### src/hdl/hsfd_pkg.sv
`timescale 1ns / 1ps
`default_nettype none
// ----------------------------------------------------------------------------
// hsfd_pkg
// Shared constants, types and the CRC-8 byte update for the sensor reply
// frame decoder.
// ----------------------------------------------------------------------------
package hsfd_pkg;

  localparam logic [7:0] CRC_POLY = 8'h31;
  localparam logic [7:0] CRC_INIT = 8'hFF;

  // Byte positions inside one reply
  localparam logic [2:0] POS_T_MSB = 3'd0;
  localparam logic [2:0] POS_T_LSB = 3'd1;
  localparam logic [2:0] POS_T_CRC = 3'd2;
  localparam logic [2:0] POS_H_MSB = 3'd3;
  localparam logic [2:0] POS_H_LSB = 3'd4;
  localparam logic [2:0] POS_H_CRC = 3'd5;

  // Scaling constants
  localparam logic [30:0] TEMP_GAIN = 31'd17500;
  localparam logic [29:0] HUM_GAIN  = 30'd10000;
  localparam logic [14:0] TEMP_OFFSET   = 15'd4500;
  localparam logic [14:0] TEMP_RAW_HIGH = 15'd17000;  // scaled 12500 + 4500
  localparam logic [14:0] TEMP_RAW_LOW  = 15'd500;    // scaled -4000 + 4500
  localparam logic signed [14:0] TEMP_MAX = 15'sd12500;
  localparam logic signed [14:0] TEMP_MIN = -15'sd4000;
  localparam logic [13:0] HUM_MAX = 14'd10000;

  typedef struct packed {
    logic        done;        // this beat closes a reply
    logic        status;      // 1: a checksum mismatch
    logic [15:0] temp_word;
    logic [15:0] humid_word;
  } frame_t;

  // CRC-8, MSB first, one byte
  function automatic logic [7:0] crc8_byte(input logic [7:0] acc, input logic [7:0] b);
    logic [7:0] v;
    v = acc ^ b;
    for (int k = 0; k < 8; k++) begin
      if (v[7]) begin
        v = {v[6:0], 1'b0} ^ CRC_POLY;
      end else begin
        v = {v[6:0], 1'b0};
      end
    end
    return v;
  endfunction

endpackage
`default_nettype wire

### src/hdl/hsfd_frame.sv
`timescale 1ns / 1ps
`default_nettype none
// ----------------------------------------------------------------------------
// hsfd_frame
// Tracks the byte position of a reply, runs the CRC-8 over each word and
// holds the raw words. Reports the closing beat of a reply combinationally.
// ----------------------------------------------------------------------------
module hsfd_frame (
  input  wire logic           clk,
  input  wire logic           rst_n,
  input  wire logic           step,
  input  wire logic [7:0]     rx_byte,
  input  wire logic           first_byte,
  output hsfd_pkg::frame_t    frame
);

  logic [2:0]  pos_r, pos_nxt;
  logic [7:0]  check_r, check_nxt;
  logic        temp_ok_r, temp_ok_nxt;
  logic [15:0] temp_word_r, temp_word_nxt;
  logic [15:0] humid_word_r, humid_word_nxt;
  logic [2:0]  pos_eff;
  logic [7:0]  check_eff;
  logic [7:0]  crc_upd;

  always_comb begin
    // a start mark or a stray code restarts the reply
    if (first_byte || (pos_r > hsfd_pkg::POS_H_CRC)) begin
      pos_eff   = hsfd_pkg::POS_T_MSB;
      check_eff = hsfd_pkg::CRC_INIT;
    end else begin
      pos_eff   = pos_r;
      check_eff = check_r;
    end
  end

  assign crc_upd = hsfd_pkg::crc8_byte(check_eff, rx_byte);

  always_comb begin
    pos_nxt        = pos_eff + 3'd1;
    check_nxt      = crc_upd;
    temp_ok_nxt    = temp_ok_r;
    temp_word_nxt  = temp_word_r;
    humid_word_nxt = humid_word_r;
    frame.done       = 1'b0;
    frame.status     = 1'b0;
    frame.temp_word  = temp_word_r;
    frame.humid_word = humid_word_r;
    case (pos_eff)
      hsfd_pkg::POS_T_MSB: begin
        temp_word_nxt = {rx_byte, temp_word_r[7:0]};
      end
      hsfd_pkg::POS_T_LSB: begin
        temp_word_nxt = {temp_word_r[15:8], rx_byte};
      end
      hsfd_pkg::POS_T_CRC: begin
        temp_ok_nxt = (check_eff == rx_byte);
        check_nxt   = hsfd_pkg::CRC_INIT;
      end
      hsfd_pkg::POS_H_MSB: begin
        humid_word_nxt = {rx_byte, humid_word_r[7:0]};
      end
      hsfd_pkg::POS_H_LSB: begin
        humid_word_nxt = {humid_word_r[15:8], rx_byte};
      end
      default: begin
        frame.done   = 1'b1;
        frame.status = !(temp_ok_r && (check_eff == rx_byte));
        pos_nxt      = hsfd_pkg::POS_T_MSB;
        check_nxt    = hsfd_pkg::CRC_INIT;
      end
    endcase
  end

  always_ff @(posedge clk) begin
    if (!rst_n) begin
      pos_r     <= hsfd_pkg::POS_T_MSB;
      check_r   <= hsfd_pkg::CRC_INIT;
      temp_ok_r <= 1'b0;
    end else if (step) begin
      pos_r     <= pos_nxt;
      check_r   <= check_nxt;
      temp_ok_r <= temp_ok_nxt;
    end
  end

  always_ff @(posedge clk) begin
    if (step) begin
      temp_word_r  <= temp_word_nxt;
      humid_word_r <= humid_word_nxt;
    end
  end

endmodule
`default_nettype wire

### src/hdl/hsfd_scale.sv
`timescale 1ns / 1ps
`default_nettype none
// ----------------------------------------------------------------------------
// hsfd_scale
// Scales the raw words to hundredths: one constant multiply each, then an
// exact floor division by 65535 as (p + (p >> 16) + 1) >> 16.
// ----------------------------------------------------------------------------
module hsfd_scale (
  input  wire logic [15:0]        temp_word,
  input  wire logic [15:0]        humid_word,
  output logic signed [14:0]      temperature_centi,
  output logic [13:0]             humidity_centi
);

  logic [30:0] temp_prod;
  logic [31:0] temp_sum;
  logic [14:0] temp_q;
  logic [29:0] hum_prod;
  logic [31:0] hum_sum;

  assign temp_prod = {15'd0, temp_word} * hsfd_pkg::TEMP_GAIN;
  assign temp_sum  = {1'b0, temp_prod} + {17'd0, temp_prod[30:16]} + 32'd1;
  assign temp_q    = temp_sum[30:16];

  assign hum_prod = {14'd0, humid_word} * hsfd_pkg::HUM_GAIN;
  assign hum_sum  = {2'd0, hum_prod} + {18'd0, hum_prod[29:16]} + 32'd1;
  assign humidity_centi = hum_sum[29:16];

  always_comb begin
    // clamp on the unsigned quotient before removing the offset
    if (temp_q > hsfd_pkg::TEMP_RAW_HIGH) begin
      temperature_centi = hsfd_pkg::TEMP_MAX;
    end else if (temp_q < hsfd_pkg::TEMP_RAW_LOW) begin
      temperature_centi = hsfd_pkg::TEMP_MIN;
    end else begin
      temperature_centi = $signed(temp_q - hsfd_pkg::TEMP_OFFSET);
    end
  end

endmodule
`default_nettype wire

### src/hdl/humidity_sensor_frame_decoder.sv
`timescale 1ns / 1ps
`default_nettype none
// ----------------------------------------------------------------------------
// humidity_sensor_frame_decoder
// Decodes a six-byte temperature/humidity reply with CRC-8 word checks.
// ----------------------------------------------------------------------------
// The result is registered: the humidity CRC byte passes the input register, then the result register.
// Throughput: one byte per cycle while no result is held back; an input register and a result register
//   bound a single pass of CRC, position and scaling logic.
// A held result stalls intake only when the next reply closes behind it.
// Reset clears the position, the running check and both valid flags.
module humidity_sensor_frame_decoder (
  input  wire logic               clk,
  input  wire logic               rst_n,
  input  wire logic               in_valid,
  output logic                    in_ready,
  input  wire logic [7:0]         in_rx_byte,
  input  wire logic               in_first_byte,
  output logic                    out_valid,
  input  wire logic               out_ready,
  output logic signed [14:0]      out_temperature_centi,
  output logic [13:0]             out_humidity_centi,
  output logic [15:0]             out_temperature_word,
  output logic [15:0]             out_humidity_word,
  output logic                    out_frame_status
);

  logic              in_vld_r;
  logic [7:0]        byte_r;
  logic              first_r;
  logic              advance;
  logic              load_out;
  hsfd_pkg::frame_t  frame;
  logic signed [14:0] temp_centi;
  logic [13:0]       hum_centi;
  logic              out_vld_r;
  logic signed [14:0] temp_centi_r;
  logic [13:0]       hum_centi_r;
  logic [15:0]       temp_word_r;
  logic [15:0]       hum_word_r;
  logic              status_r;

  // hold the registered beat only when it closes a reply and the result slot is full and not being taken
  assign advance  = in_vld_r && (!frame.done || !out_vld_r || out_ready);
  assign load_out = advance && frame.done;
  assign in_ready = !in_vld_r || advance;

  always_ff @(posedge clk) begin
    if (!rst_n) begin
      in_vld_r <= 1'b0;
    end else if (in_ready) begin
      in_vld_r <= in_valid;
    end
  end

  always_ff @(posedge clk) begin
    if (in_ready && in_valid) begin
      byte_r  <= in_rx_byte;
      first_r <= in_first_byte;
    end
  end

  hsfd_frame u_frame (
    .clk        (clk),
    .rst_n      (rst_n),
    .step       (advance),
    .rx_byte    (byte_r),
    .first_byte (first_r),
    .frame      (frame)
  );

  hsfd_scale u_scale (
    .temp_word         (frame.temp_word),
    .humid_word        (frame.humid_word),
    .temperature_centi (temp_centi),
    .humidity_centi    (hum_centi)
  );

  always_ff @(posedge clk) begin
    if (!rst_n) begin
      out_vld_r <= 1'b0;
    end else if (load_out) begin
      out_vld_r <= 1'b1;
    end else if (out_ready) begin
      out_vld_r <= 1'b0;
    end
  end

  always_ff @(posedge clk) begin
    if (load_out) begin
      temp_centi_r <= temp_centi;
      hum_centi_r  <= hum_centi;
      temp_word_r  <= frame.temp_word;
      hum_word_r   <= frame.humid_word;
      status_r     <= frame.status;
    end
  end

  assign out_valid             = out_vld_r;
  assign out_temperature_centi = temp_centi_r;
  assign out_humidity_centi    = hum_centi_r;
  assign out_temperature_word  = temp_word_r;
  assign out_humidity_word     = hum_word_r;
  assign out_frame_status      = status_r;

  // a closing beat always lands in the result register
  a_load_shows: assert property (@(posedge clk) disable iff (!rst_n)
    load_out |=> out_valid)
    else $error("closing beat did not produce a result");

  // never overwrite a result that has not been taken
  a_no_overwrite: assert property (@(posedge clk) disable iff (!rst_n)
    (out_valid && !out_ready) |-> !load_out)
    else $error("pending result overwritten");

  // scaled values stay inside their ranges
  a_ranges: assert property (@(posedge clk) disable iff (!rst_n)
    out_valid |-> ((out_humidity_centi <= hsfd_pkg::HUM_MAX) &&
                   (out_temperature_centi <= hsfd_pkg::TEMP_MAX) &&
                   (out_temperature_centi >= hsfd_pkg::TEMP_MIN)))
    else $error("scaled value out of range");

  // a registered beat that is not advanced stays put
  a_hold_beat: assert property (@(posedge clk) disable iff (!rst_n)
    (in_vld_r && !advance) |=> (in_vld_r && $stable(byte_r) && $stable(first_r)))
    else $error("stalled beat lost");

endmodule
`default_nettype wire
### config.mk
export PLATFORM = sky130hd
export DESIGN_NAME = humidity_sensor_frame_decoder
export DESIGN_NICKNAME = d
export VERILOG_FILES = /design/src/hdl/hsfd_pkg.sv /design/src/hdl/hsfd_frame.sv /design/src/hdl/hsfd_scale.sv /design/src/hdl/humidity_sensor_frame_decoder.sv
export SDC_FILE = /design/constraint.sdc
export NUM_CORES = 1
export LEC_CHECK = 0
export BUFFER_PORTS_ARGS = -buffer_cell sky130_fd_sc_hd__buf_2
export CAP_MARGIN = 10
export CORE_AREA = 2 2 149 151
export CTS_CLUSTER_SIZE = 30
export DETAILED_ROUTE_END_ITERATION = 10
export DIE_AREA = 0 0 151 153
export PLACE_DENSITY = 0.81
export SYNTH_ARGS = -nofsm -noshare
export SYNTH_HDL_FRONTEND = slang
export SYNTH_SLANG_ARGS = --single-unit
export TNS_END_PERCENT = 50
### constraint.sdc
create_clock -name clk -period 9.1 [get_ports clk]
set_input_delay 1.365 -clock clk [delete_from_list [all_inputs] [get_ports clk]]
set_output_delay 1.365 -clock clk [all_outputs]
set_load 0.05 [all_outputs]
# After elaboration in Yosys (flattened, before gate mapping)
# Cells that the tools add are included.
# word_totals
regBits	117
inputBits	13
out_inout_bits	64
elab_cells	86
# classes
n_addsub	6
mul	2
magnitude_cmp	3
n_eq_ne	5
mux	18
bitwise_logic	13
reduce_logical	22
# op_table
operator	count
one-hot mux 16 bit (2 select lines)	2
two-way mux 6 bit	8
adder 31 x 1 -> 31 bit, second input constant	1
adder 31 x 15 -> 31 bit	1
adder 30 x 1 -> 30 bit, second input constant	1
adder 30 x 14 -> 30 bit	1
multiplier 16 x 13 -> 29 bit, second input constant	1
multiplier 16 x 10 -> 26 bit, second input constant	1
NOT 3 bit	8
two-way mux 8 bit	2
> comparator 15 bit, second input constant	1
< comparator 15 x 9 -> 1 bit, second input constant	1
two-way mux 15 bit	1
subtractor 15 x 13 -> 15 bit, second input constant	1
AND reduction 3 bit	4
equality test 8 bit	1
XOR 8 bit	1
equality test 3 x 2 -> 1 bit, second input constant	2
two-way mux 3 bit	2
OR reduction 5 bit	1
logical AND 1 bit	4
logical NOT 1 bit	4
logical OR 1 bit	4
NOT 1 bit	4
11 further kinds	12

# Longest topological paths before layout
# Gate-level depths: netlist of the first run.
# logic_depth
ltp_word	21
mapped_depth	35
ltp_nobuf	33

# Cells and area by module
# Synthesis of the first run repeated with hierarchy kept, for this count alone.
# unflattened
hier_cells	1218
hier_area_um2	12376.9
# by_module_without_submodules
mod	n_inst	cells_per_inst	area_each_um2	seq_area_each_um2
hsfd_scale	1	955	7986.4	0.0
humidity_sensor_frame_decoder	1	83	2249.7	2172.1
hsfd_frame	1	180	2140.8	1201.2

# Worst setup path after synthesis of the first run
# No wires, ideal clock.
# synth_path
path_type	register -> register
from	reg u_frame.temp_word_r[12]
to	reg temp_centi_r[3] (netlist: out_temperature_centi[3]) (data pin)
setup_ns	0.255
arrival_time_ns	7.594
t_required_ns	8.845
slack_ns	1.250
stages_incl_launch_ff	36
path_buffers	3
synth_period_minus_slack_ns	7.850
cell_sequence	edfxtp_1 -> ha_1 -> inv_1 -> fa_1 -> inv_1 -> ha_1 -> fa_1 -> inv_1 -> fa_1 -> inv_1 -> ha_1 -> a21o_1 -> buf_2 -> a221oi_2 -> o31a_1 -> a21oi_1 -> o211ai_1 -> inv_1 -> ha_1 -> o21a_1 -> o211a_1 -> o211ai_1 -> o21ai_0 -> a31oi_1 -> nor2_1 -> a32o_1 -> buf_2 -> buf_2 -> nand3_1 -> nand2_1 -> ha_1 -> and2_1 -> a32oi_1 -> o211ai_1 -> a41o_2 -> and3_1
# synth_via
elab_chain_cells	5
elab_cells_between_ends	7
cone_classes	add/sub: 3; mul: 1; order compare: 2; reduce/logical: 1
# synth_lines
element	line_no	source
start: declaration	hsfd_frame.sv:20	logic [15:0] temp_word_r, temp_word_nxt;
start signal: assignment	hsfd_frame.sv:89	temp_word_r <= temp_word_nxt;
multiplier 16 x 13 -> 29 bit (*)	hsfd_scale.sv:21	assign temp_prod = {15'd0, temp_word} * hsfd_pkg::TEMP_GAIN;
adder 31 x 15 -> 31 bit (*)	hsfd_scale.sv:22	assign temp_sum = {1'b0, temp_prod} + {17'd0, temp_prod[30:16]} + 32'd1;
adder 31 x 1 -> 31 bit (*)	hsfd_scale.sv:22	
< comparator 15 x 9 -> 1 bit or > comparator 15 bit (tied branches)	hsfd_scale.sv:33, hsfd_scale.sv:31	
OR reduction 2 bit (no line)	n/a	
end signal: assignment	humidity_sensor_frame_decoder.sv:91	temp_centi_r <= temp_centi;
end: declaration	humidity_sensor_frame_decoder.sv:37	logic signed [14:0] temp_centi_r;
# Every way passes the cells marked *; elsewhere a longest branch is shown, timed or not.
# A chain may end at the register's enable or synchronous reset.

# Final worst setup path of the first run
# layout_path
from	reg u_frame.temp_word_r[13]
to	reg temp_centi_r[3] (netlist: out_temperature_centi[3]) (data pin)
# The elaborated chain is that of the path after synthesis.

==> impl_metrics.json, run 1 <==
{
  "design_power_total_w": 0.00294,
  "cts_sinks": 117,
  "r2r_end": "out_temperature_centi[3]",
  "synthArstFlopShare_pct": 0,
  "rows": 54,
  "worst-r2r-cell-count": 31,
  "syn-cell-area_sq_um": 12700,
  "wl_per_cell_um": 16.7,
  "grt_pass1_wl_mm": 45.9,
  "slew_headroom_pct": 23.0,
  "critical_path_class": "flop to flop",
  "diodes": 0,
  "drv_cap": 0,
  "finalMaxSlewViolations": 0,
  "period_share_pct": 94.6,
  "dp_hpwl_mm": 21.3,
  "holdWs_ps": 534,
  "min_from": "u_frame.temp_ok_r",
  "rsz0062_at_grt": "false",
  "yosys.area.top_type": "edfxtp_1",
  "ys.flop_type": "edfxtp_1",
  "h-tree-depth": 4,
  "netlist.area_leader.share_pct": 24.4,
  "outcome": "finished, final reports clean",
  "crit_slowest_cell": "edfxtp_1",
  "yosysSeqAreaShare_pct": 26.6,
  "synth_seq_cells": 117,
  "cp.arrival_ps": 8780,
  "syn_to_final_growth_pct": 9.88,
  "setup_violations": 0,
  "worstHoldPathCells": 2,
  "crit_path_max_fanout": 21,
  "cts_root_buffer": "clkbuf_16",
  "clkTransAtPathRegs_ps": 60,
  "drt-pass1-iter-count": 5,
  "clock.fmax_mhz": 116,
  "syn-num-nets": 1582,
  "cts_made_buffers": 17,
  "initial_core_util_pct": 59.0,
  "grt_max_degree": 64,
  "grt-ovfl-total": 0,
  "dieArea_sq_um": 23100,
  "holdPathEnd": "u_frame.temp_ok_r",
  "cp-start-kind": "flop",
  "core_area_sq_um": 21500,
  "drt_iter0_markers": 602,
  "wirelength_mm": 27.8,
  "fp.dieH_um": 153,
  "ioPinCount": 77,
  "ys_top_cells_by_area": "edfxtp_1 (24%), ha_1 (20%), fa_1 (13%), inv_1 (6.8%), xnor2_1 (4.3%)",
  "ir_drop_mv": 0.161,
  "synth_area_per_cell_sq_um": 9.82,
  "drive_gt1_share_pct": 10.9,
  "min_period_ps": 8600,
  "postRouteAntennaNets": 0,
  "place_congestion": 0.929,
  "critPathCaptureType": "flop",
  "grtUsageTotal_pct": 25.1,
  "max_stage_delay_ps": 560,
  "hold_viol": 0,
  "grt_pass1_vias": 9321,
  "rr_startpoint": "u_frame.temp_word_r[13]",
  "synth_edf_count": 103,
  "clock_latency_ps": 420,
  "leakagePower_nw": 6.71,
  "die_w_um": 151,
  "setup_tns_ps": 0,
  "r2r_slack_ps": 500,
  "hold_class": "flop to flop",
  "required_ps": 9280,
  "crit_path_start": "u_frame.temp_word_r[13]",
  "syn_inst": 1291,
  "vias": 9626,
  "yosys_warnings": 0,
  "cts_tree": "built",
  "drc_errors": 0,
  "antenna_found_initial": 0,
  "worst_pin_slew_ps": 1150,
  "via_per_inst": 5.80,
  "finClkSkew_ps": 10.5,
  "pwr_density_cell_nw_per_um2": 211,
  "clockBufferDepth": 2,
  "port_buffers": 76,
  "yosysUniqueCellTypes": 81,
  "fin_nets": 1659
}
-- per-stage QoR --
| stage | util, % | worst slack [ps] | cells | instance area (sq um) |
|---|---|---|---|---|
| 2_1_floorplan | - | 1250 | 1291 | 12700 |
| 3_3_place_gp | 62.1 | 445 | 1626 | 13300 |
| 3_5_place_dp | 62.1 | 409 | 1626 | 13300 |
| 4_1_cts | 64.7 | 332 | 1658 | 13900 |
| 5_1_grt | 64.8 | 5.06 | 1661 | 13900 |
| 6_report | 64.8 | 496 | 1661 | 13900 |
-- state kept, by name, indices dropped and copies added (netlist names) --
name	flops
out_humidity_word	16
out_temperature_word	16
u_frame.humid_word_r	16
u_frame.temp_word_r	16
out_temperature_centi	15
out_humidity_centi	14
byte_r	8
u_frame.check_r	8
u_frame.pos_r	3
first_r	1
in_vld_r	1
out_frame_status	1
out_valid	1
u_frame.temp_ok_r	1
-- timing repair --
action | CTS | global route
endpoints found under the setup margin | 0 | 15
gates resized for setup | 0 | 3
buffers inserted | 0 | 3
hold buffers | 0 | 0
-- worst max-delay path, delay by kind of cell, from the launching register on --
family,cells,cell delay (ps)
compound gates,11,2990
simple gates,6,750
flops,1,560
buf+inv,5,410
xor+xnor,1,480
fa+ha+maj,8,3140
-- cell usage in the layout, fill, tap and decap left out, drive strengths merged, types with 25 or more instances in the layout --
cell	synthesis	layout
inv	230	235
ha	198	198
edfxtp	103	103
buf	12	84
fa	80	80
xnor2	62	62
nor2	62	62
nand2	58	58
a21oi	54	54
o21ai	36	36
and2	34	34
nand3	29	29
nor3	29	29
a21o	27	27
xor2	25	25
-- where the power goes --
group / leakage, nW / switching (W) / total (W) / internal [W]
sequential: 1.07 / 0.0000246 / 0.000660 / 0.000635
clock: 0.281 / 0.000268 / 0.000643 / 0.000375
combinational: 5.36 / 0.000990 / 0.00164 / 0.000651
-- cell usage after synthesis (4+ instances only) --
master,number
o31a_1,4
clkbuf_1,14
o21a_1,10
ha_1,198
o31ai_1,7
a2111oi_0,4
xnor2_1,62
o22ai_1,9
fa_1,80
nor3_2,4
a41oi_1,4
nand2_1,57
nand3b_1,4
a211oi_2,5
a21oi_1,54
inv_1,229
nor2_1,62
a22o_1,4
a211o_1,7
nor4_1,7
and2_1,34
o211ai_1,13
mux2i_1,6
buf_4,4
nand3_1,29
and3_1,22
o2111a_1,4
nor2b_1,15
nand4_1,6
nor3_1,25
a211oi_1,13
a31oi_1,5
a21o_1,27
edfxtp_1,103
xor2_1,25
nand2b_1,14
dfxtp_1,14
o21ai_0,34
or2_2,5
buf_2,6
-- metal layers --
layer,part of all wire [%],track usage [%]
met5,0,0
met2,48,41.1
met3,5.3,3.97
met1,44,33.9
met4,2.7,8.72
-- area by class of cell --
class,count,area [sq um]
sequential,117,3370
multi-input combinational,917,8330
inverter,231,872
timing repair buffer,84,440
clock inverter,12,92.6
tap,280,350
clock buffer,20,468
fill,1703,7560
-- kinds of logic (layout without fill, tap and decap cells) --
group                      Yosys count  in the layout  share of synthesized area, %
AOI/OAI and AO/OA                  238            238                          13.6
xor gates and xnor gates            89             89                          6.38
adders and majority gates          278            278                          32.2
buffers and inverters              257            347                          7.83
DFF                                117            117                          26.6
muxes                                9              9                         0.740
and+or+nand+nor                    303            303                          12.7
-- worst max-delay path by stage --
stage | slack [ps] | endpoint | depth (start not counted)
floorplan | 1250 | out_temperature_centi[3] | 35
global placement | 440 | out_temperature_centi[3] | 32
detailed placement | 410 | out_temperature_centi[3] | 32
CTS | 330 | out_temperature_centi[3] | 32
global route | 5 | out_temperature_centi[7] | 28
finish | 500 | out_temperature_centi[3] | 31
(Power assumes the default switching activity.)
==> run 2: changes to the inputs <==
--- a/config.mk
+++ b/config.mk
@@ -11,6 +11,7 @@
 export CTS_CLUSTER_SIZE = 30
 export DETAILED_ROUTE_END_ITERATION = 10
 export DIE_AREA = 0 0 151 153
+export GPL_TIMING_DRIVEN = 0
 export PLACE_DENSITY = 0.81
 export SYNTH_ARGS = -nofsm -noshare
 export SYNTH_HDL_FRONTEND = slang
==> impl_metrics.json, run 2 (synthesized netlist as in run 1, its figures left out) <==
{
  "outcome": "finished, final reports clean",
  "fp.dieH_um": 153,
  "crit_cells": 30,
  "ioPinCount": 77,
  "cp.arrival_ps": 8930,
  "drt_iter0_markers": 691,
  "place_congestion": 0.900,
  "finClkSkew_ps": 11.6,
  "grt-ovfl-total": 0,
  "cp-start-kind": "flop",
  "rr_startpoint": "u_frame.temp_word_r[4]",
  "drive_gt1_share_pct": 12.1,
  "initial_core_util_pct": 59.0,
  "slew_headroom_pct": 31.0,
  "worst-r2r-cell-count": 30,
  "rsz0062_at_grt": "true",
  "die_w_um": 151,
  "holdWs_ps": 533,
  "max_stage_delay_ps": 580,
  "grtUsageTotal_pct": 24.3,
  "worst_pin_slew_ps": 1030,
  "leakagePower_nw": 6.84,
  "antenna_found_initial": 0,
  "worst_slack_ps": 345,
  "r2r_end": "out_temperature_centi[3]",
  "grt_pass1_wl_mm": 45.0,
  "clock.fmax_mhz": 114,
  "diodes": 0,
  "critPathCaptureType": "flop",
  "critical_path_class": "flop to flop",
  "cts_made_buffers": 17,
  "cts_root_buffer": "clkbuf_16",
  "grt_max_degree": 37,
  "top_layer": "met4",
  "fin_nets": 1692,
  "r2r_slack_ps": 350,
  "wirelength_mm": 27.5,
  "required_ps": 9280,
  "design_power_total_w": 0.00303,
  "crit_path_start": "u_frame.temp_word_r[4]",
  "dieArea_sq_um": 23100,
  "endpoint": "out_temperature_centi[3]",
  "crit_slowest_cell": "fa_1",
  "postRouteAntennaNets": 0,
  "crit_top_cell": "ha_1",
  "timing.critical_path.buf_inv": 3,
  "drc_errors": 0,
  "ir_drop_mv": 0.155,
  "crit_family": "compound AO/OA/AOI/OAI gates",
  "core_area_sq_um": 21500,
  "wl_per_cell_um": 16.3,
  "wl_met1_mm": 12.4,
  "rows": 54,
  "cts_sinks": 117,
  "clkTransAtPathRegs_ps": 60,
  "min_period_ps": 8750,
  "clockBufferDepth": 2,
  "dp_hpwl_mm": 20.7,
  "dr_wl_met3_mm": 1.49,
  "hold_class": "flop to flop",
  "post-place-ws_ps": 76.8,
  "via_per_inst": 5.70,
  "drt-pass1-iter-count": 8,
  "drv_cap": 0,
  "finalMaxSlewViolations": 0,
  "worstHoldPathCells": 2,
  "syn_to_final_growth_pct": 11.9,
  "port_buffers": 76,
  "vias": 9654,
  "grt_pass1_vias": 9332,
  "mostFrequentLayoutCell": "inv_1",
  "cts_hold_buf": 0,
  "period_share_pct": 96.2,
  "clock_latency_ps": 430,
  "setup_violations": 0,
  "cts_tree": "built",
  "hold_viol": 0,
  "met2_length_mm": 13.2,
  "pwr_density_cell_nw_per_um2": 214,
  "h-tree-depth": 4,
  "setup_tns_ps": 0,
  "crit_path_max_fanout": 10,
  "layout_common_cells": "inv_1 (229), ha_1 (198), edfxtp_1 (103)"
}
-- run 2: cell type report --
type	count	area, sq um
Multi-Input combinational cell	917	8360
Fill cell	1652	7300
Sequential cell	117	3370
Inverter	231	872
Timing Repair Buffer	91	505
Clock buffer	18	429
Tap cell	280	350
Clock inverter	14	166
Buffer	26	121
-- run 2: power by group --
part | internal [W] | switching, W | leakage [nW]
clock network | 0.000412 | 0.000284 | 0.294
logic | 0.000680 | 0.00100 | 5.47
registers | 0.000635 | 0.0000168 | 1.07
total | 0.00173 | 0.00130 | 6.84
-- run 2: worst min path at each step --
stage / startpoint / endpoint
floorplan: u_frame.temp_ok_r / u_frame.temp_ok_r
global placement: u_frame.temp_ok_r / u_frame.temp_ok_r
detailed placement: u_frame.temp_ok_r / u_frame.temp_ok_r
CTS: u_frame.temp_ok_r / u_frame.temp_ok_r
global route: u_frame.temp_ok_r / u_frame.temp_ok_r
finish: u_frame.temp_ok_r / u_frame.temp_ok_r
-- run 2: repair_timing --
action	CTS	global route
hold endpoints to repair	0	0
setup endpoints to repair	0	15
setup buffers	0	14
gates resized for setup	0	10
-- run 2: worst min-delay path: stages, from the launching register on --
cell and delay [ps]:
dfxtp_1 330, mux2i_1 70, nor2b_1 100
-- run 2: metal layers --
| layer | vias up | global-route usage [%] |
|---|---|---|
| li1 | 4705 | - |
| met1 | 4592 | 33.7 |
| met2 | 316 | 40.1 |
| met3 | 41 | 3.04 |
| met4 | 0 | 6.63 |
| met5 | - | 0 |
-- run 2: through the flow --
step / std cells / utilization [%] / instance area [sq um]
6_report: 1694 / 66.0 / 14200
5_1_grt: 1694 / 66.0 / 14200
4_1_cts: 1680 / 65.3 / 14000
3_5_place_dp: 1648 / 62.5 / 13400
3_3_place_gp: 1647 / 62.4 / 13400
2_1_floorplan: 1291 / - / 12700
